File: src/rtl/core/grwc_pkg.sv
package grwc_pkg;

   // Default sizes of the raycaster.
   localparam int NUM_RAYS_DEF  = 60;
   localparam int MAX_STEPS_DEF = 8;
   localparam int MAP_SIDE_DEF  = 8;
   localparam int CELL_SIZE_DEF = 64;

   // Field widths of the channels.
   localparam int POS_W  = 13;
   localparam int ANG_W  = 13;
   localparam int COL_W  = 6;
   localparam int SIDE_W = 2;
   localparam int DIST_W = 14;
   localparam int HGT_W  = 9;
   localparam int TOP_W  = 8;

   // Internal datapath widths, sized for the whole parameter range.
   localparam int XY_W   = 19;
   localparam int Z_W    = 21;
   localparam int LINE_W = 19;
   localparam int DIF_W  = 20;
   localparam int PROD_W = 39;
   localparam int DIV_W  = 38;
   localparam int DVS_W  = 17;
   localparam int O_W    = 40;
   localparam int HIT_W  = 17;
   localparam int LIDX_W = 8;
   localparam int SQ_W   = 32;

   localparam logic [63:0] WALL_MAP_RESET = 64'd18411139144960280063;

   // Angles in sixteenths of a degree.
   localparam logic [ANG_W-1:0] FULL_TURN     = 13'd5760;
   localparam logic [ANG_W-1:0] QUARTER_TURN  = 13'd1440;
   localparam logic [ANG_W-1:0] HALF_TURN     = 13'd2880;
   localparam logic [ANG_W-1:0] THREE_QUARTER = 13'd4320;
   localparam logic [ANG_W-1:0] RAY_START     = 13'd5280;
   localparam logic [ANG_W-1:0] RAY_STEP      = 13'd16;

   // Wall side codes.
   localparam logic [SIDE_W-1:0] SIDE_VERT = 2'd0;
   localparam logic [SIDE_W-1:0] SIDE_HORZ = 2'd1;
   localparam logic [SIDE_W-1:0] SIDE_NONE = 2'd2;

   localparam logic [DIST_W-1:0] DIST_MAX    = 14'd16383;
   localparam logic [HGT_W-1:0]  HEIGHT_MAX  = 9'd320;
   localparam logic [TOP_W-1:0]  HALF_SCREEN = 8'd160;
   localparam logic signed [XY_W-1:0] CORDIC_X0 = 19'sd39797;

   // CORDIC arc table in 1/4096 degree.
   function automatic logic signed [Z_W-1:0] arc_val(input logic [3:0] i);
      logic signed [Z_W-1:0] v;
      case (i)
         4'd0:    v = 21'sd184320;
         4'd1:    v = 21'sd108810;
         4'd2:    v = 21'sd57492;
         4'd3:    v = 21'sd29184;
         4'd4:    v = 21'sd14649;
         4'd5:    v = 21'sd7331;
         4'd6:    v = 21'sd3667;
         4'd7:    v = 21'sd1833;
         4'd8:    v = 21'sd917;
         4'd9:    v = 21'sd458;
         4'd10:   v = 21'sd229;
         4'd11:   v = 21'sd115;
         4'd12:   v = 21'sd57;
         4'd13:   v = 21'sd29;
         4'd14:   v = 21'sd14;
         default: v = 21'sd7;
      endcase
      return v;
   endfunction

endpackage

File: src/rtl/core/grwc_req_if.sv
interface grwc_req_if import grwc_pkg::*; ();
   logic             valid;
   logic             ready;
   logic [POS_W-1:0] view_x;
   logic [POS_W-1:0] view_y;
   logic [ANG_W-1:0] heading;

   modport source(output valid, output view_x, output view_y, output heading, input ready);
   modport sink(input valid, input view_x, input view_y, input heading, output ready);
endinterface

File: src/rtl/core/grwc_rsp_if.sv
interface grwc_rsp_if import grwc_pkg::*; ();
   logic              valid;
   logic              ready;
   logic [COL_W-1:0]  column;
   logic [SIDE_W-1:0] wall_side;
   logic [POS_W-1:0]  hit_x;
   logic [POS_W-1:0]  hit_y;
   logic [DIST_W-1:0] corrected_distance;
   logic [HGT_W-1:0]  wall_height;
   logic [TOP_W-1:0]  wall_top;
   logic              last;

   modport source(output valid, output column, output wall_side, output hit_x, output hit_y,
                  output corrected_distance, output wall_height, output wall_top,
                  output last, input ready);
   modport sink(input valid, input column, input wall_side, input hit_x, input hit_y,
                input corrected_distance, input wall_height, input wall_top,
                input last, output ready);
endinterface

File: src/rtl/core/grwc_div.sv
module grwc_div import grwc_pkg::*; #(
   parameter int DIVIDEND_W = DIV_W
) (
   input  logic                  clock,
   input  logic                  reset,
   input  logic                  start,
   input  logic [DIVIDEND_W-1:0] dividend,
   input  logic [DVS_W-1:0]      divisor,
   output logic                  done,
   output logic [DIVIDEND_W-1:0] quotient
);

   localparam int CNT_W = $clog2(DIVIDEND_W + 1);

   logic                  busy_ff, busy_in;
   logic                  done_ff, done_in;
   logic [CNT_W-1:0]      cnt_ff, cnt_in;
   logic [DVS_W-1:0]      rem_ff, rem_in;
   logic [DVS_W-1:0]      dvs_ff, dvs_in;
   logic [DIVIDEND_W-1:0] quo_ff, quo_in;
   logic [DVS_W:0]        trial;
   logic                  fits;

   // Restoring division, one quotient bit per cycle.
   always_comb begin
      trial   = {rem_ff, quo_ff[DIVIDEND_W-1]};
      fits    = (trial >= {1'b0, dvs_ff});
      busy_in = busy_ff;
      done_in = 1'b0;
      cnt_in  = cnt_ff;
      rem_in  = rem_ff;
      dvs_in  = dvs_ff;
      quo_in  = quo_ff;
      if (start) begin
         busy_in = 1'b1;
         cnt_in  = '0;
         rem_in  = '0;
         dvs_in  = divisor;
         quo_in  = dividend;
      end else if (busy_ff) begin
         rem_in = fits ? DVS_W'(trial - {1'b0, dvs_ff}) : trial[DVS_W-1:0];
         quo_in = {quo_ff[DIVIDEND_W-2:0], fits};
         cnt_in = cnt_ff + 1'b1;
         if (cnt_ff == CNT_W'(DIVIDEND_W - 1)) begin
            busy_in = 1'b0;
            done_in = 1'b1;
         end
      end
   end

   always_ff @(posedge clock) begin
      if (reset) begin
         busy_ff <= 1'b0;
         done_ff <= 1'b0;
      end else begin
         busy_ff <= busy_in;
         done_ff <= done_in;
      end
      cnt_ff <= cnt_in;
      rem_ff <= rem_in;
      dvs_ff <= dvs_in;
      quo_ff <= quo_in;
   end

   assign done     = done_ff;
   assign quotient = quo_ff;

endmodule

File: src/rtl/core/grid_raycast_wall_columns.sv
// Grid raycaster that turns one view request into a frame of wall columns.
// The req channel carries the player position and heading; one item there
// yields NUM_RAYS items on the rsp channel, one per screen column, left to
// right, the final one flagged by last. csr_wr_en with csr_wr_data loads the
// 64-bit wall bitmap; write it only while no frame is in flight.
// A column runs through one sequencer: a CORDIC for the ray angle, two grid
// walks of at most MAX_STEPS lines where each line in the map costs one
// multiply and a 38-step shared divider, then, for a ray with a hit, the
// squaring states S_DHX to S_DVY, a square root, a second CORDIC for the
// fisheye cosine and one more divider pass for the height unless the
// corrected distance is zero. A ray that meets nothing goes from the walks
// on to the output state. req ready is high only between frames.
// Each column sits in an output register; when the receiver stalls, the block
// waits with the next column until that register drains.
// Reset (synchronous) returns to idle, drops rsp valid and reloads the
// bordered demo room into the wall bitmap.
module grid_raycast_wall_columns import grwc_pkg::*; #(
   parameter int NUM_RAYS  = NUM_RAYS_DEF,
   parameter int MAX_STEPS = MAX_STEPS_DEF,
   parameter int MAP_SIDE  = MAP_SIDE_DEF,
   parameter int CELL_SIZE = CELL_SIZE_DEF
) (
   input  logic        clock,
   input  logic        reset,
   grwc_req_if.sink    req,
   grwc_rsp_if.source  rsp,
   input  logic        csr_wr_en,
   input  logic [63:0] csr_wr_data
);

   localparam int CELL_FIX   = CELL_SIZE * 16;
   localparam int IDX_MAX    = 8191 / CELL_FIX;
   localparam int MAP_SPAN   = MAP_SIDE * CELL_FIX;
   localparam int HEIGHT_NUM = CELL_SIZE * 320 * 16;
   localparam int K_W        = $clog2(MAX_STEPS + 1);

   // Sequencer states.
   localparam logic [4:0] S_IDLE   = 5'd0;
   localparam logic [4:0] S_CORD   = 5'd1;
   localparam logic [4:0] S_HSET   = 5'd2;
   localparam logic [4:0] S_VSET   = 5'd3;
   localparam logic [4:0] S_WSTEP  = 5'd4;
   localparam logic [4:0] S_WMUL   = 5'd5;
   localparam logic [4:0] S_WDIVGO = 5'd6;
   localparam logic [4:0] S_WDIV   = 5'd7;
   localparam logic [4:0] S_WCHK   = 5'd8;
   localparam logic [4:0] S_DHX    = 5'd9;
   localparam logic [4:0] S_DHY    = 5'd10;
   localparam logic [4:0] S_DVX    = 5'd11;
   localparam logic [4:0] S_DVY    = 5'd12;
   localparam logic [4:0] S_PICK   = 5'd13;
   localparam logic [4:0] S_SQRT   = 5'd14;
   localparam logic [4:0] S_FISH   = 5'd15;
   localparam logic [4:0] S_CMUL   = 5'd16;
   localparam logic [4:0] S_CORR   = 5'd17;
   localparam logic [4:0] S_HDIV   = 5'd18;
   localparam logic [4:0] S_OUT    = 5'd19;

   logic [4:0]               state_ff, state_in;
   logic [63:0]              wall_map_ff;
   logic [POS_W-1:0]         px_ff, px_in, py_ff, py_in;
   logic [ANG_W-1:0]         h_ff, h_in, ra_ff, ra_in;
   logic [COL_W-1:0]         ray_ff, ray_in;
   logic signed [XY_W-1:0]   cx_ff, cx_in, cy_ff, cy_in;
   logic signed [Z_W-1:0]    cz_ff, cz_in;
   logic [1:0]               cq_ff, cq_in;
   logic [3:0]               cnt_ff, cnt_in;
   logic                     csel_ff, csel_in;
   logic signed [XY_W-1:0]   c_ff, c_in, s_ff, s_in, fc_ff, fc_in;
   logic [POS_W-1:0]         w_pm_ff, w_pm_in, w_po_ff, w_po_in;
   logic signed [XY_W-1:0]   w_num_ff, w_num_in, w_den_ff, w_den_in;
   logic                     w_fwd_ff, w_fwd_in, w_horiz_ff, w_horiz_in, w_neg_ff, w_neg_in;
   logic signed [LINE_W-1:0] w_line_ff, w_line_in;
   logic signed [LIDX_W-1:0] w_l_ff, w_l_in;
   logic [K_W-1:0]           w_k_ff, w_k_in;
   logic signed [O_W-1:0]    o_ff, o_in;
   logic                     hh_ff, hh_in, vh_ff, vh_in;
   logic [HIT_W-1:0]         hx_ff, hx_in, hy_ff, hy_in, vx_ff, vx_in, vy_ff, vy_in;
   logic signed [PROD_W-1:0] prod_ff, prod_in;
   logic [SQ_W-1:0]          acc_ff, acc_in, dh_ff, dh_in;
   logic [SQ_W-1:0]          sv_ff, sv_in, sres_ff, sres_in, sbit_ff, sbit_in;
   logic [SIDE_W-1:0]        res_side_ff, res_side_in;
   logic [HIT_W-1:0]         res_x_ff, res_x_in, res_y_ff, res_y_in;
   logic [DIST_W-1:0]        res_corr_ff, res_corr_in;
   logic [HGT_W-1:0]         res_h_ff, res_h_in;
   logic                     rsp_valid_ff, rsp_valid_in;
   logic [COL_W-1:0]         rsp_column_ff;
   logic [SIDE_W-1:0]        rsp_side_ff;
   logic [POS_W-1:0]         rsp_x_ff, rsp_y_ff;
   logic [DIST_W-1:0]        rsp_corr_ff;
   logic [HGT_W-1:0]         rsp_h_ff;
   logic [TOP_W-1:0]         rsp_top_ff;
   logic                     rsp_last_ff;

   // Combinational helpers.
   logic                     accept, load, do_adv, ray_start, cord_go;
   logic [ANG_W-1:0]         h_wrap, ra_first, ra_next, fish_ang, cord_ang, cord_part;
   logic [ANG_W:0]           sum14;
   logic [1:0]               cord_q;
   logic signed [XY_W-1:0]   shx, shy, nx, ny, fold_c, fold_s;
   logic signed [Z_W-1:0]    nz, arc;
   logic [POS_W-1:0]         ws_pm;
   logic                     ws_fwd;
   logic [4:0]               ws_idx;
   logic signed [LIDX_W-1:0] w_cm;
   logic                     cm_ok, o_ok, wall_bit;
   logic [2:0]               chk_cc;
   logic [5:0]               bit_idx;
   logic signed [DIF_W-1:0]  mul_a;
   logic signed [XY_W-1:0]   mul_b;
   logic signed [PROD_W-1:0] mul_p, prod_abs;
   logic signed [XY_W-1:0]   den_abs;
   logic signed [O_W-1:0]    q_signed;
   logic signed [HIT_W:0]    d_hx, d_hy, d_vx, d_vy;
   logic [SQ_W-1:0]          dv;
   logic [SQ_W:0]            sq_trial;
   logic [PROD_W-17:0]       corr_wide;
   logic [DIST_W-1:0]        corr_val;
   logic                     div_start, div_done;
   logic [DIV_W-1:0]         div_dividend, div_quo;
   logic [DVS_W-1:0]         div_divisor;
   logic [POS_W-1:0]         def_x, def_y;

   grwc_div #(.DIVIDEND_W(DIV_W)) u_div (
      .clock    (clock),
      .reset    (reset),
      .start    (div_start),
      .dividend (div_dividend),
      .divisor  (div_divisor),
      .done     (div_done),
      .quotient (div_quo)
   );

   assign accept    = req.valid && req.ready;
   assign req.ready = (state_ff == S_IDLE);
   assign load      = (state_ff == S_OUT) && (!rsp_valid_ff || rsp.ready);

   // Angle bookkeeping: heading wrap, ray angles and fisheye angle.
   always_comb begin
      h_wrap   = (req.heading >= FULL_TURN) ? ANG_W'(req.heading - FULL_TURN) : req.heading;
      sum14    = {1'b0, h_wrap} + {1'b0, RAY_START};
      ra_first = (sum14 >= {1'b0, FULL_TURN}) ? ANG_W'(sum14 - {1'b0, FULL_TURN})
                                              : sum14[ANG_W-1:0];
      ra_next  = (ra_ff + RAY_STEP >= FULL_TURN) ? ANG_W'(ra_ff + RAY_STEP - FULL_TURN)
                                                 : ANG_W'(ra_ff + RAY_STEP);
      fish_ang = (h_ff >= ra_ff) ? ANG_W'(h_ff - ra_ff) : ANG_W'(h_ff + FULL_TURN - ra_ff);
   end

   // CORDIC launch angle and quadrant split.
   always_comb begin
      ray_start = accept || (load && (ray_ff != COL_W'(NUM_RAYS - 1)));
      cord_go   = ray_start || (state_ff == S_FISH);
      if (state_ff == S_IDLE)      cord_ang = ra_first;
      else if (state_ff == S_FISH) cord_ang = fish_ang;
      else                         cord_ang = ra_next;
      if (cord_ang < QUARTER_TURN) begin
         cord_q = 2'd0; cord_part = cord_ang;
      end else if (cord_ang < HALF_TURN) begin
         cord_q = 2'd1; cord_part = ANG_W'(cord_ang - QUARTER_TURN);
      end else if (cord_ang < THREE_QUARTER) begin
         cord_q = 2'd2; cord_part = ANG_W'(cord_ang - HALF_TURN);
      end else begin
         cord_q = 2'd3; cord_part = ANG_W'(cord_ang - THREE_QUARTER);
      end
   end

   // One CORDIC rotation and the quadrant fold of its result.
   always_comb begin
      shx = cx_ff >>> cnt_ff;
      shy = cy_ff >>> cnt_ff;
      arc = arc_val(cnt_ff);
      if (!cz_ff[Z_W-1]) begin
         nx = cx_ff - shy; ny = cy_ff + shx; nz = cz_ff - arc;
      end else begin
         nx = cx_ff + shy; ny = cy_ff - shx; nz = cz_ff + arc;
      end
      case (cq_ff)
         2'd0:    begin fold_c = nx;  fold_s = ny;  end
         2'd1:    begin fold_c = -ny; fold_s = nx;  end
         2'd2:    begin fold_c = -nx; fold_s = -ny; end
         default: begin fold_c = ny;  fold_s = -nx; end
      endcase
   end

   // Walk setup: cell of the player along the main axis.
   always_comb begin
      ws_pm  = (state_ff == S_HSET) ? py_ff : px_ff;
      ws_fwd = (state_ff == S_HSET) ? (ra_ff < HALF_TURN)
                                    : ((ra_ff < QUARTER_TURN) || (ra_ff > THREE_QUARTER));
      ws_idx = '0;
      for (int k = 1; k <= IDX_MAX; k++) begin
         if (32'(ws_pm) >= 32'(k * CELL_FIX)) ws_idx = ws_idx + 1'b1;
      end
   end

   // Grid line test: cell on the main axis, crossing cell and wall bit.
   always_comb begin
      w_cm   = w_fwd_ff ? w_l_ff : w_l_ff - LIDX_W'(1);
      cm_ok  = (w_cm >= 0) && (w_cm < LIDX_W'(MAP_SIDE));
      o_ok   = (o_ff >= 0) && (o_ff < O_W'(MAP_SPAN));
      chk_cc = '0;
      for (int k = 1; k < MAP_SIDE; k++) begin
         if (o_ff >= O_W'(k * CELL_FIX)) chk_cc = chk_cc + 1'b1;
      end
      bit_idx  = w_horiz_ff ? {w_cm[2:0], chk_cc} : {chk_cc, w_cm[2:0]};
      wall_bit = wall_map_ff[bit_idx];
   end

   // Shared multiplier operands.
   always_comb begin
      d_hx = $signed({1'b0, hx_ff}) - $signed({5'b0, px_ff});
      d_hy = $signed({1'b0, hy_ff}) - $signed({5'b0, py_ff});
      d_vx = $signed({1'b0, vx_ff}) - $signed({5'b0, px_ff});
      d_vy = $signed({1'b0, vy_ff}) - $signed({5'b0, py_ff});
      case (state_ff)
         S_WMUL: begin
            mul_a = DIF_W'(w_line_ff) - $signed({7'b0, w_pm_ff});
            mul_b = w_num_ff;
         end
         S_DHX:  begin mul_a = DIF_W'(d_hx); mul_b = XY_W'(d_hx); end
         S_DHY:  begin mul_a = DIF_W'(d_hy); mul_b = XY_W'(d_hy); end
         S_DVX:  begin mul_a = DIF_W'(d_vx); mul_b = XY_W'(d_vx); end
         S_DVY:  begin mul_a = DIF_W'(d_vy); mul_b = XY_W'(d_vy); end
         default: begin
            mul_a = $signed({4'b0, sres_ff[15:0]});
            mul_b = fc_ff;
         end
      endcase
      mul_p    = mul_a * mul_b;
      prod_abs = prod_ff[PROD_W-1] ? -prod_ff : prod_ff;
      den_abs  = w_den_ff[XY_W-1] ? -w_den_ff : w_den_ff;
      q_signed = w_neg_ff ? -$signed({2'b0, div_quo}) : $signed({2'b0, div_quo});
   end

   // Divider requests: crossing offset or wall height.
   always_comb begin
      corr_wide = prod_ff[PROD_W-1:16];
      if (fc_ff <= 0)                            corr_val = '0;
      else if (corr_wide > (PROD_W-16)'(DIST_MAX)) corr_val = DIST_MAX;
      else                                       corr_val = corr_wide[DIST_W-1:0];
      div_start = (state_ff == S_WDIVGO) || ((state_ff == S_CORR) && (corr_val != '0));
      if (state_ff == S_WDIVGO) begin
         div_dividend = prod_abs[DIV_W-1:0];
         div_divisor  = den_abs[DVS_W-1:0];
      end else begin
         div_dividend = DIV_W'(HEIGHT_NUM);
         div_divisor  = DVS_W'(corr_val);
      end
   end

   // Squared distance of the vertical hit, square root step.
   always_comb begin
      dv       = acc_ff + prod_ff[SQ_W-1:0];
      sq_trial = {1'b0, sres_ff} + {1'b0, sbit_ff};
      def_x    = (state_ff == S_IDLE) ? req.view_x : px_ff;
      def_y    = (state_ff == S_IDLE) ? req.view_y : py_ff;
   end

   // Sequencer.
   always_comb begin
      state_in    = state_ff;
      px_in       = px_ff;       py_in      = py_ff;
      h_in        = h_ff;        ra_in      = ra_ff;       ray_in     = ray_ff;
      cx_in       = cx_ff;       cy_in      = cy_ff;       cz_in      = cz_ff;
      cq_in       = cq_ff;       cnt_in     = cnt_ff;      csel_in    = csel_ff;
      c_in        = c_ff;        s_in       = s_ff;        fc_in      = fc_ff;
      w_pm_in     = w_pm_ff;     w_po_in    = w_po_ff;
      w_num_in    = w_num_ff;    w_den_in   = w_den_ff;
      w_fwd_in    = w_fwd_ff;    w_horiz_in = w_horiz_ff;  w_neg_in   = w_neg_ff;
      w_line_in   = w_line_ff;   w_l_in     = w_l_ff;      w_k_in     = w_k_ff;
      o_in        = o_ff;
      hh_in       = hh_ff;       vh_in      = vh_ff;
      hx_in       = hx_ff;       hy_in      = hy_ff;
      vx_in       = vx_ff;       vy_in      = vy_ff;
      prod_in     = prod_ff;     acc_in     = acc_ff;      dh_in      = dh_ff;
      sv_in       = sv_ff;       sres_in    = sres_ff;     sbit_in    = sbit_ff;
      res_side_in = res_side_ff; res_x_in   = res_x_ff;    res_y_in   = res_y_ff;
      res_corr_in = res_corr_ff; res_h_in   = res_h_ff;
      do_adv      = 1'b0;

      unique case (state_ff) inside
         S_IDLE: begin
            if (accept) begin
               px_in    = req.view_x;
               py_in    = req.view_y;
               h_in     = h_wrap;
               ra_in    = ra_first;
               ray_in   = '0;
               state_in = S_CORD;
            end
         end
         S_CORD: begin
            cx_in  = nx;
            cy_in  = ny;
            cz_in  = nz;
            cnt_in = cnt_ff + 1'b1;
            if (cnt_ff == 4'd15) begin
               if (csel_ff) begin
                  fc_in    = fold_c;
                  state_in = S_CMUL;
               end else begin
                  c_in     = fold_c;
                  s_in     = fold_s;
                  state_in = S_HSET;
               end
            end
         end
         S_HSET, S_VSET: begin
            if ((state_ff == S_HSET) &&
                (ra_ff == '0 || ra_ff == HALF_TURN || s_ff == '0)) begin
               state_in = S_VSET;
            end else if ((state_ff == S_VSET) &&
                         (ra_ff == QUARTER_TURN || ra_ff == THREE_QUARTER || c_ff == '0)) begin
               state_in = S_DHX;
            end else begin
               w_horiz_in = (state_ff == S_HSET);
               w_pm_in    = ws_pm;
               w_po_in    = (state_ff == S_HSET) ? px_ff : py_ff;
               w_num_in   = (state_ff == S_HSET) ? c_ff : s_ff;
               w_den_in   = (state_ff == S_HSET) ? s_ff : c_ff;
               w_fwd_in   = ws_fwd;
               w_line_in  = LINE_W'(32'(ws_idx) * CELL_FIX + (ws_fwd ? CELL_FIX : 0));
               w_l_in     = LIDX_W'(ws_idx) + LIDX_W'(ws_fwd);
               w_k_in     = '0;
               state_in   = S_WSTEP;
            end
         end
         S_WSTEP: begin
            if (cm_ok) state_in = S_WMUL;
            else       do_adv   = 1'b1;
         end
         S_WMUL: begin
            prod_in  = mul_p;
            state_in = S_WDIVGO;
         end
         S_WDIVGO: begin
            w_neg_in = prod_ff[PROD_W-1] ^ w_den_ff[XY_W-1];
            state_in = S_WDIV;
         end
         S_WDIV: begin
            if (div_done) begin
               o_in     = q_signed + $signed({27'b0, w_po_ff});
               state_in = S_WCHK;
            end
         end
         S_WCHK: begin
            if (o_ok && wall_bit) begin
               if (w_horiz_ff) begin
                  hh_in    = 1'b1;
                  hy_in    = w_line_ff[HIT_W-1:0];
                  hx_in    = o_ff[HIT_W-1:0];
                  state_in = S_VSET;
               end else begin
                  vh_in    = 1'b1;
                  vx_in    = w_line_ff[HIT_W-1:0];
                  vy_in    = o_ff[HIT_W-1:0];
                  state_in = S_DHX;
               end
            end else begin
               do_adv = 1'b1;
            end
         end
         S_DHX: begin
            prod_in  = mul_p;
            state_in = (hh_ff || vh_ff) ? S_DHY : S_OUT;
         end
         S_DHY: begin
            acc_in   = prod_ff[SQ_W-1:0];
            prod_in  = mul_p;
            state_in = S_DVX;
         end
         S_DVX: begin
            dh_in    = acc_ff + prod_ff[SQ_W-1:0];
            prod_in  = mul_p;
            state_in = S_DVY;
         end
         S_DVY: begin
            acc_in   = prod_ff[SQ_W-1:0];
            prod_in  = mul_p;
            state_in = S_PICK;
         end
         S_PICK: begin
            // Ties go to the horizontal hit.
            if (hh_ff && (!vh_ff || dh_ff <= dv)) begin
               res_side_in = SIDE_HORZ;
               res_x_in    = hx_ff;
               res_y_in    = hy_ff;
               sv_in       = dh_ff;
            end else begin
               res_side_in = SIDE_VERT;
               res_x_in    = vx_ff;
               res_y_in    = vy_ff;
               sv_in       = dv;
            end
            sres_in  = '0;
            sbit_in  = 32'h4000_0000;
            cnt_in   = '0;
            state_in = S_SQRT;
         end
         S_SQRT: begin
            if ({1'b0, sv_ff} >= sq_trial) begin
               sv_in   = sv_ff - sq_trial[SQ_W-1:0];
               sres_in = (sres_ff >> 1) + sbit_ff;
            end else begin
               sres_in = sres_ff >> 1;
            end
            sbit_in = sbit_ff >> 2;
            cnt_in  = cnt_ff + 1'b1;
            if (cnt_ff == 4'd15) state_in = S_FISH;
         end
         S_FISH: begin
            state_in = S_CORD;
         end
         S_CMUL: begin
            prod_in  = mul_p;
            state_in = S_CORR;
         end
         S_CORR: begin
            res_corr_in = corr_val;
            if (corr_val == '0) begin
               res_h_in = HEIGHT_MAX;
               state_in = S_OUT;
            end else begin
               state_in = S_HDIV;
            end
         end
         S_HDIV: begin
            if (div_done) begin
               res_h_in = (div_quo > DIV_W'(HEIGHT_MAX)) ? HEIGHT_MAX : div_quo[HGT_W-1:0];
               state_in = S_OUT;
            end
         end
         S_OUT: begin
            if (load) begin
               if (ray_ff == COL_W'(NUM_RAYS - 1)) begin
                  state_in = S_IDLE;
               end else begin
                  ray_in   = ray_ff + 1'b1;
                  ra_in    = ra_next;
                  state_in = S_CORD;
               end
            end
         end
         default: state_in = S_IDLE;
      endcase

      // Next grid line, or end of this walk.
      if (do_adv) begin
         if (w_k_ff == K_W'(MAX_STEPS - 1)) begin
            state_in = w_horiz_ff ? S_VSET : S_DHX;
         end else begin
            w_line_in = w_fwd_ff ? w_line_ff + LINE_W'(CELL_FIX) : w_line_ff - LINE_W'(CELL_FIX);
            w_l_in    = w_fwd_ff ? w_l_ff + LIDX_W'(1) : w_l_ff - LIDX_W'(1);
            w_k_in    = w_k_ff + 1'b1;
            state_in  = S_WSTEP;
         end
      end

      // CORDIC launch, and per-column defaults at the start of a ray.
      if (cord_go) begin
         cx_in   = CORDIC_X0;
         cy_in   = '0;
         cz_in   = $signed({8'b0, cord_part} << 8);
         cq_in   = cord_q;
         cnt_in  = '0;
         csel_in = (state_ff == S_FISH);
      end
      if (ray_start) begin
         hh_in       = 1'b0;
         vh_in       = 1'b0;
         res_side_in = SIDE_NONE;
         res_x_in    = {4'b0, def_x};
         res_y_in    = {4'b0, def_y};
         res_corr_in = DIST_MAX;
         res_h_in    = '0;
      end
   end

   // Output register.
   assign rsp_valid_in = load ? 1'b1 : (rsp_valid_ff && !rsp.ready);

   always_ff @(posedge clock) begin
      if (reset) begin
         state_ff     <= S_IDLE;
         rsp_valid_ff <= 1'b0;
         wall_map_ff  <= WALL_MAP_RESET;
      end else begin
         state_ff     <= state_in;
         rsp_valid_ff <= rsp_valid_in;
         if (csr_wr_en) wall_map_ff <= csr_wr_data;
      end
      px_ff <= px_in;   py_ff <= py_in;
      h_ff  <= h_in;    ra_ff <= ra_in;   ray_ff <= ray_in;
      cx_ff <= cx_in;   cy_ff <= cy_in;   cz_ff  <= cz_in;
      cq_ff <= cq_in;   cnt_ff <= cnt_in; csel_ff <= csel_in;
      c_ff  <= c_in;    s_ff  <= s_in;    fc_ff  <= fc_in;
      w_pm_ff   <= w_pm_in;   w_po_ff    <= w_po_in;
      w_num_ff  <= w_num_in;  w_den_ff   <= w_den_in;
      w_fwd_ff  <= w_fwd_in;  w_horiz_ff <= w_horiz_in; w_neg_ff <= w_neg_in;
      w_line_ff <= w_line_in; w_l_ff     <= w_l_in;     w_k_ff   <= w_k_in;
      o_ff      <= o_in;
      hh_ff <= hh_in;   vh_ff <= vh_in;
      hx_ff <= hx_in;   hy_ff <= hy_in;   vx_ff <= vx_in;   vy_ff <= vy_in;
      prod_ff <= prod_in; acc_ff <= acc_in; dh_ff <= dh_in;
      sv_ff <= sv_in;   sres_ff <= sres_in; sbit_ff <= sbit_in;
      res_side_ff <= res_side_in; res_x_ff <= res_x_in; res_y_ff <= res_y_in;
      res_corr_ff <= res_corr_in; res_h_ff <= res_h_in;
      if (load) begin
         rsp_column_ff <= ray_ff;
         rsp_side_ff   <= res_side_ff;
         rsp_x_ff      <= res_x_ff[POS_W-1:0];
         rsp_y_ff      <= res_y_ff[POS_W-1:0];
         rsp_corr_ff   <= res_corr_ff;
         rsp_h_ff      <= res_h_ff;
         rsp_top_ff    <= HALF_SCREEN - res_h_ff[HGT_W-1:1];
         rsp_last_ff   <= (ray_ff == COL_W'(NUM_RAYS - 1));
      end
   end

   assign rsp.valid              = rsp_valid_ff;
   assign rsp.column             = rsp_column_ff;
   assign rsp.wall_side          = rsp_side_ff;
   assign rsp.hit_x              = rsp_x_ff;
   assign rsp.hit_y              = rsp_y_ff;
   assign rsp.corrected_distance = rsp_corr_ff;
   assign rsp.wall_height        = rsp_h_ff;
   assign rsp.wall_top           = rsp_top_ff;
   assign rsp.last               = rsp_last_ff;

endmodule

File: src/flat_wrapper.sv
// flat-port wrapper written by rule: the top's interface ports become plain ports
module grid_raycast_wall_columns_flat import grwc_pkg::*;
#(
   parameter int NUM_RAYS  = NUM_RAYS_DEF,
   parameter int MAX_STEPS = MAX_STEPS_DEF,
   parameter int MAP_SIDE  = MAP_SIDE_DEF,
   parameter int CELL_SIZE = CELL_SIZE_DEF
)
  (clock, reset, csr_wr_en, csr_wr_data, req_valid, req_view_x, req_view_y, req_heading, req_ready, rsp_valid, rsp_column, rsp_wall_side, rsp_hit_x, rsp_hit_y, rsp_corrected_distance, rsp_wall_height, rsp_wall_top, rsp_last, rsp_ready);
  grwc_req_if req_i ();
  grwc_rsp_if rsp_i ();
  input  logic clock;
  input  logic reset;
  input  logic csr_wr_en;
  input  logic [63:0] csr_wr_data;
  input wire logic [$bits(req_i.valid)-1:0] req_valid;
  input wire logic [$bits(req_i.view_x)-1:0] req_view_x;
  input wire logic [$bits(req_i.view_y)-1:0] req_view_y;
  input wire logic [$bits(req_i.heading)-1:0] req_heading;
  output wire logic [$bits(req_i.ready)-1:0] req_ready;
  output wire logic [$bits(rsp_i.valid)-1:0] rsp_valid;
  output wire logic [$bits(rsp_i.column)-1:0] rsp_column;
  output wire logic [$bits(rsp_i.wall_side)-1:0] rsp_wall_side;
  output wire logic [$bits(rsp_i.hit_x)-1:0] rsp_hit_x;
  output wire logic [$bits(rsp_i.hit_y)-1:0] rsp_hit_y;
  output wire logic [$bits(rsp_i.corrected_distance)-1:0] rsp_corrected_distance;
  output wire logic [$bits(rsp_i.wall_height)-1:0] rsp_wall_height;
  output wire logic [$bits(rsp_i.wall_top)-1:0] rsp_wall_top;
  output wire logic [$bits(rsp_i.last)-1:0] rsp_last;
  input wire logic [$bits(rsp_i.ready)-1:0] rsp_ready;
  assign req_i.valid = req_valid;
  assign req_i.view_x = req_view_x;
  assign req_i.view_y = req_view_y;
  assign req_i.heading = req_heading;
  assign req_ready = req_i.ready;
  assign rsp_valid = rsp_i.valid;
  assign rsp_column = rsp_i.column;
  assign rsp_wall_side = rsp_i.wall_side;
  assign rsp_hit_x = rsp_i.hit_x;
  assign rsp_hit_y = rsp_i.hit_y;
  assign rsp_corrected_distance = rsp_i.corrected_distance;
  assign rsp_wall_height = rsp_i.wall_height;
  assign rsp_wall_top = rsp_i.wall_top;
  assign rsp_last = rsp_i.last;
  assign rsp_i.ready = rsp_ready;
  grid_raycast_wall_columns #(.NUM_RAYS(NUM_RAYS), .MAX_STEPS(MAX_STEPS), .MAP_SIDE(MAP_SIDE), .CELL_SIZE(CELL_SIZE)) u_core (.clock(clock), .reset(reset), .req(req_i), .rsp(rsp_i), .csr_wr_en(csr_wr_en), .csr_wr_data(csr_wr_data));
endmodule
File: config.mk
export PLATFORM = sky130hd
export DESIGN_NAME = grid_raycast_wall_columns_flat
export DESIGN_NICKNAME = d
export VERILOG_FILES = /design/src/rtl/core/grwc_pkg.sv /design/src/rtl/core/grwc_req_if.sv /design/src/rtl/core/grwc_rsp_if.sv /design/src/rtl/core/grwc_div.sv /design/src/rtl/core/grid_raycast_wall_columns.sv /design/src/flat_wrapper.sv
export SDC_FILE = /design/constraint.sdc
export NUM_CORES = 2
export LEC_CHECK = 0
export BUFFER_PORTS_ARGS = -buffer_cell sky130_fd_sc_hd__buf_2
export CORE_ASPECT_RATIO = 0.75
export CORE_MARGIN = 2
export CORE_UTILIZATION = 56
export CTS_CLUSTER_DIAMETER = 150
export DETAILED_ROUTE_END_ITERATION = 16
export PLACE_DENSITY = 0.7
export SLEW_MARGIN = 20
export SYNTH_ARGS = -nofsm -noshare
export SYNTH_HDL_FRONTEND = slang
export SYNTH_SLANG_ARGS = --single-unit
File: constraint.sdc
create_clock -name clock -period 21.7 [get_ports clock]
set_clock_uncertainty 0.1 [all_clocks]
set_input_delay 0 -clock clock [delete_from_list [all_inputs] [get_ports clock]]
set_output_delay 0 -clock clock [all_outputs]
set_load 0.1 [all_outputs]
==> key figures <==
Routing
  • DR iter-0 viols: 7,523
  • Vias/cell: 6.18
  • ANT nets after route: 0
  • DRC viols: 0
  • Total Wirelength: 222,000 um
  • DR WL/cell: 22.8 um
  • Detailed-route via count: 60,200
  • Detailed Routing Iterations Pass 1: 8

Clock tree
  • Worst-path clk slew: 0.06 ns
  • Post CTS Setup Buffer Count: 0
  • TritonCTS clock tree: done
  • Clk buf depth: 3
  • Num Clock Sinks: 855
  • H-tree Lvls: 3
  • Worst skew pair latency: 0.74 ns
  • CTS Buf Count: 91
  • CTS root buf: clkbuf_16

Placed design
  • Number of port buffers: 175
  • Final HPWL DP: 164,000 um
  • GP Congestion: 0.987
  • Placed cell area: 74,000 um2

Cells and area
  • Layout cells sized above 1: 0.0807
  • Synth-to-layout area growth: 11.9%
  • Final nets: 8,984
  • Fillers: 10,400
  • Flip-flop and latch area: 23,600 um2
  • Final core occ: 0.632
  • Post-route design area: 80,100 um2
  • Area of the multi-input gates: 44,000 um2

Synthesis
  • Multiplexer area fraction after synthesis: 0.0385
  • Seq/Total Area, Yosys: 0.329
  • Mapped Area: 71,600 um2
  • Yosys reg bits: 855
  • Ys flop type: edfxtp_1
  • Yosys Warn Count: 0
  • XOR/XNOR Fraction of Synth Area: 0.0606
  • Syn Nets: 8,681
  • Gate Count Post-Synth: 7,681
  • Synth Area in Adders: 0.199
  • Number of enable flip-flop cells after synthesis: 644
  • Async S/R FF share, synth: 0
  • Synth Area in Compound Gates: 0.152
  • Post-synth cell types: 131
  • Synth Area in Simple Gates: 0.162
  • Post-synthesis area per instance: 9.32 um2
  • Largest family of logic cells by synthesized area: adder cells

Setup path
  • Critical Path Source Type: register
  • Crit path from: u_core.py_ff[1]
  • Setup crit end kind: register
  • Crit path buf inv count: 6
  • CP arrival: 12.70 ns
  • Critical path's most frequent cell: fa_1
  • Slowest CP cell: or4_1
  • Worst EP required: 22.02 ns
  • Crit Path Category: register to register
  • Delay-heaviest family, CP: compound AO/OA/AOI/OAI gates
  • CP Max Fanout: 5
  • Crit Reg-Reg Startpoint: u_core.py_ff[1]
  • Crit path largest cell delay: 0.68 ns

Outcome
  • Status: finished clean

Global route
  • First-pass GRT wire length: 342,000 um
  • Largest net degree at the start of global routing: 117
  • Initial antenna violation count: 11
  • GRT Total Usage: 0.338
  • GR Overflow Total: 0
  • Vias in the first global route: 57,000

Floorplanning
  • I/O pin count: 176
  • Die Span X: 417 um
  • Chip Height: 314 um
  • Starting Density: 0.565
  • Die area: 131,000 um2
  • Core area: 127,000 um2
  • Rows: 113

Timing
  • Tightest Pin Transition: 1.17 ns
  • Final setup fails: 0
  • Max_slew headroom: 0.215
  • Peak Freq: 80.8 MHz
  • Minimum clock period after layout: 12.37 ns
  • Max-slew violations: 0
  • RSZ-0062 raised after global routing: false
  • Setup_tns: 0 ns
  • Final Hold Viols: 0
  • Fin crit share: 0.570

Run
  • # Max-Cap Violations: 0

Min path
  • HP Start: req_heading[5]
  • Hold Crit Class: input port to register
==> worst register-to-register path, delay by kind of cell (launching register included) <==
family                   cells  cell delay [ns]
AO/OA/AOI/OAI               21             4.85
adder cells (fa/ha/maj)      9             4.16
AND/OR/NAND/NOR              6             1.77
buffers and inverters        6             0.63
flip-flops                   1             0.49
==> synthesized netlist by cell type, types with 50 or more instances <==
cell | count | area, um2
nand2_1 | 891 | 3340
inv_1 | 732 | 2750
edfxtp_1 | 644 | 19300
nor2_1 | 625 | 2350
ha_1 | 482 | 6030
o21ai_0 | 447 | 2240
fa_1 | 410 | 8210
a21oi_1 | 384 | 1920
clkbuf_1 | 269 | 1010
xnor2_1 | 255 | 2230
xor2_1 | 238 | 2080
dfxtp_1 | 211 | 4220
nand3_1 | 166 | 831
nor3_1 | 149 | 746
mux2i_1 | 130 | 1300
a21o_1 | 117 | 878
nor2b_1 | 116 | 726
a31oi_1 | 115 | 719
and3_1 | 90 | 563
a211oi_1 | 71 | 533
nand2b_1 | 66 | 413
o211ai_1 | 60 | 450
nor4_1 | 59 | 369
and2_1 | 56 | 350
o31ai_1 | 56 | 420
or3_1 | 56 | 350
mux4_2 | 53 | 1190
nand4_1 | 50 | 313
o21a_1 | 50 | 375
==> per-layer routing <==
layer / wire [um] / track usage
met5: 44 / 0
met4: 7420 / 0.104
met3: 24400 / 0.0750
met2: 91200 / 0.480
met1: 99100 / 0.512
==> metrics by stage <==
stage | instances | setup WS, ns | hold WS (ns)
global placement | 9283 | 9.55 | 0.0925
finish | 9738 | 9.33 | 0.0720
floorplan | 7681 | 11.41 | -0.00113
CTS | 9727 | 9.24 | 0.0183
detailed placement | 9283 | 9.35 | 0.0951
global route | 9733 | 8.70 | 0.0649
==> layout make-up <==
class,instances,share of cell area
clock inverters,64,0.0111
diodes,8,0.000250
repair buffers,534,0.0534
inverters,743,0.0350
well taps,1667,0.0260
clock buffers,108,0.0304
multi-input cells,5759,0.550
flip-flops and latches,855,0.294
==> cell usage in the layout, fill, tap and decap left out, types with 130 or more instances in the layout <==
master / netlist / layout
xnor2_1: 255 / 255
fa_1: 410 / 410
edfxtp_1: 644 / 644
o21ai_0: 447 / 446
a21oi_1: 384 / 383
buf_2: 15 / 176
nand3_1: 166 / 166
nand2_1: 891 / 888
xor2_1: 238 / 238
ha_1: 482 / 482
mux2i_1: 130 / 130
nor2_1: 625 / 617
inv_1: 732 / 728
nor3_1: 149 / 146
dfxtp_1: 211 / 209
dlygate4sd3_1: 0 / 272
==> registers in the layout (all words and copies together) (netlist names), 32 cells and up <==
| name | count |
|---|---|
| u_core.prod_ff | 39 |
| u_core.sres_ff | 32 |
| u_core.o_ff | 40 |
| u_core.acc_ff | 32 |
| u_core.wall_map_ff | 64 |
| u_core.u_div.quotient | 38 |
| u_core.sv_ff | 32 |
| u_core.dh_ff | 32 |
==> logic make-up after synthesis <==
family | count (synthesis)
simple gates | 2481
compound gates | 1685
buf+inv | 1067
fa+ha+maj | 893
flops | 855
xor+xnor | 494
mux | 206
==> worst paths after layout <==
| path | to | slack [ns] | depth (start not counted) |
|---|---|---|---|
| max reg2reg | u_core.prod_ff[38] | 9.33 | 42 |
| max | u_core.prod_ff[38] | 9.33 | 42 |
| min | u_core.h_ff[5] | 0.07 | 2 |
| min reg2reg | u_core.rsp.hit_x[3] | 0.32 | 0 |
==> what timing repair did <==
item | in CTS | in global routing
hold buffers | 272 | 0
endpoints found under the hold margin | 175 | 0
gates resized for setup | 0 | 0
Power is left out: the tool's default activity adds up to more than one toggle a clock period on the data nets, which glitch-free logic cannot reach.
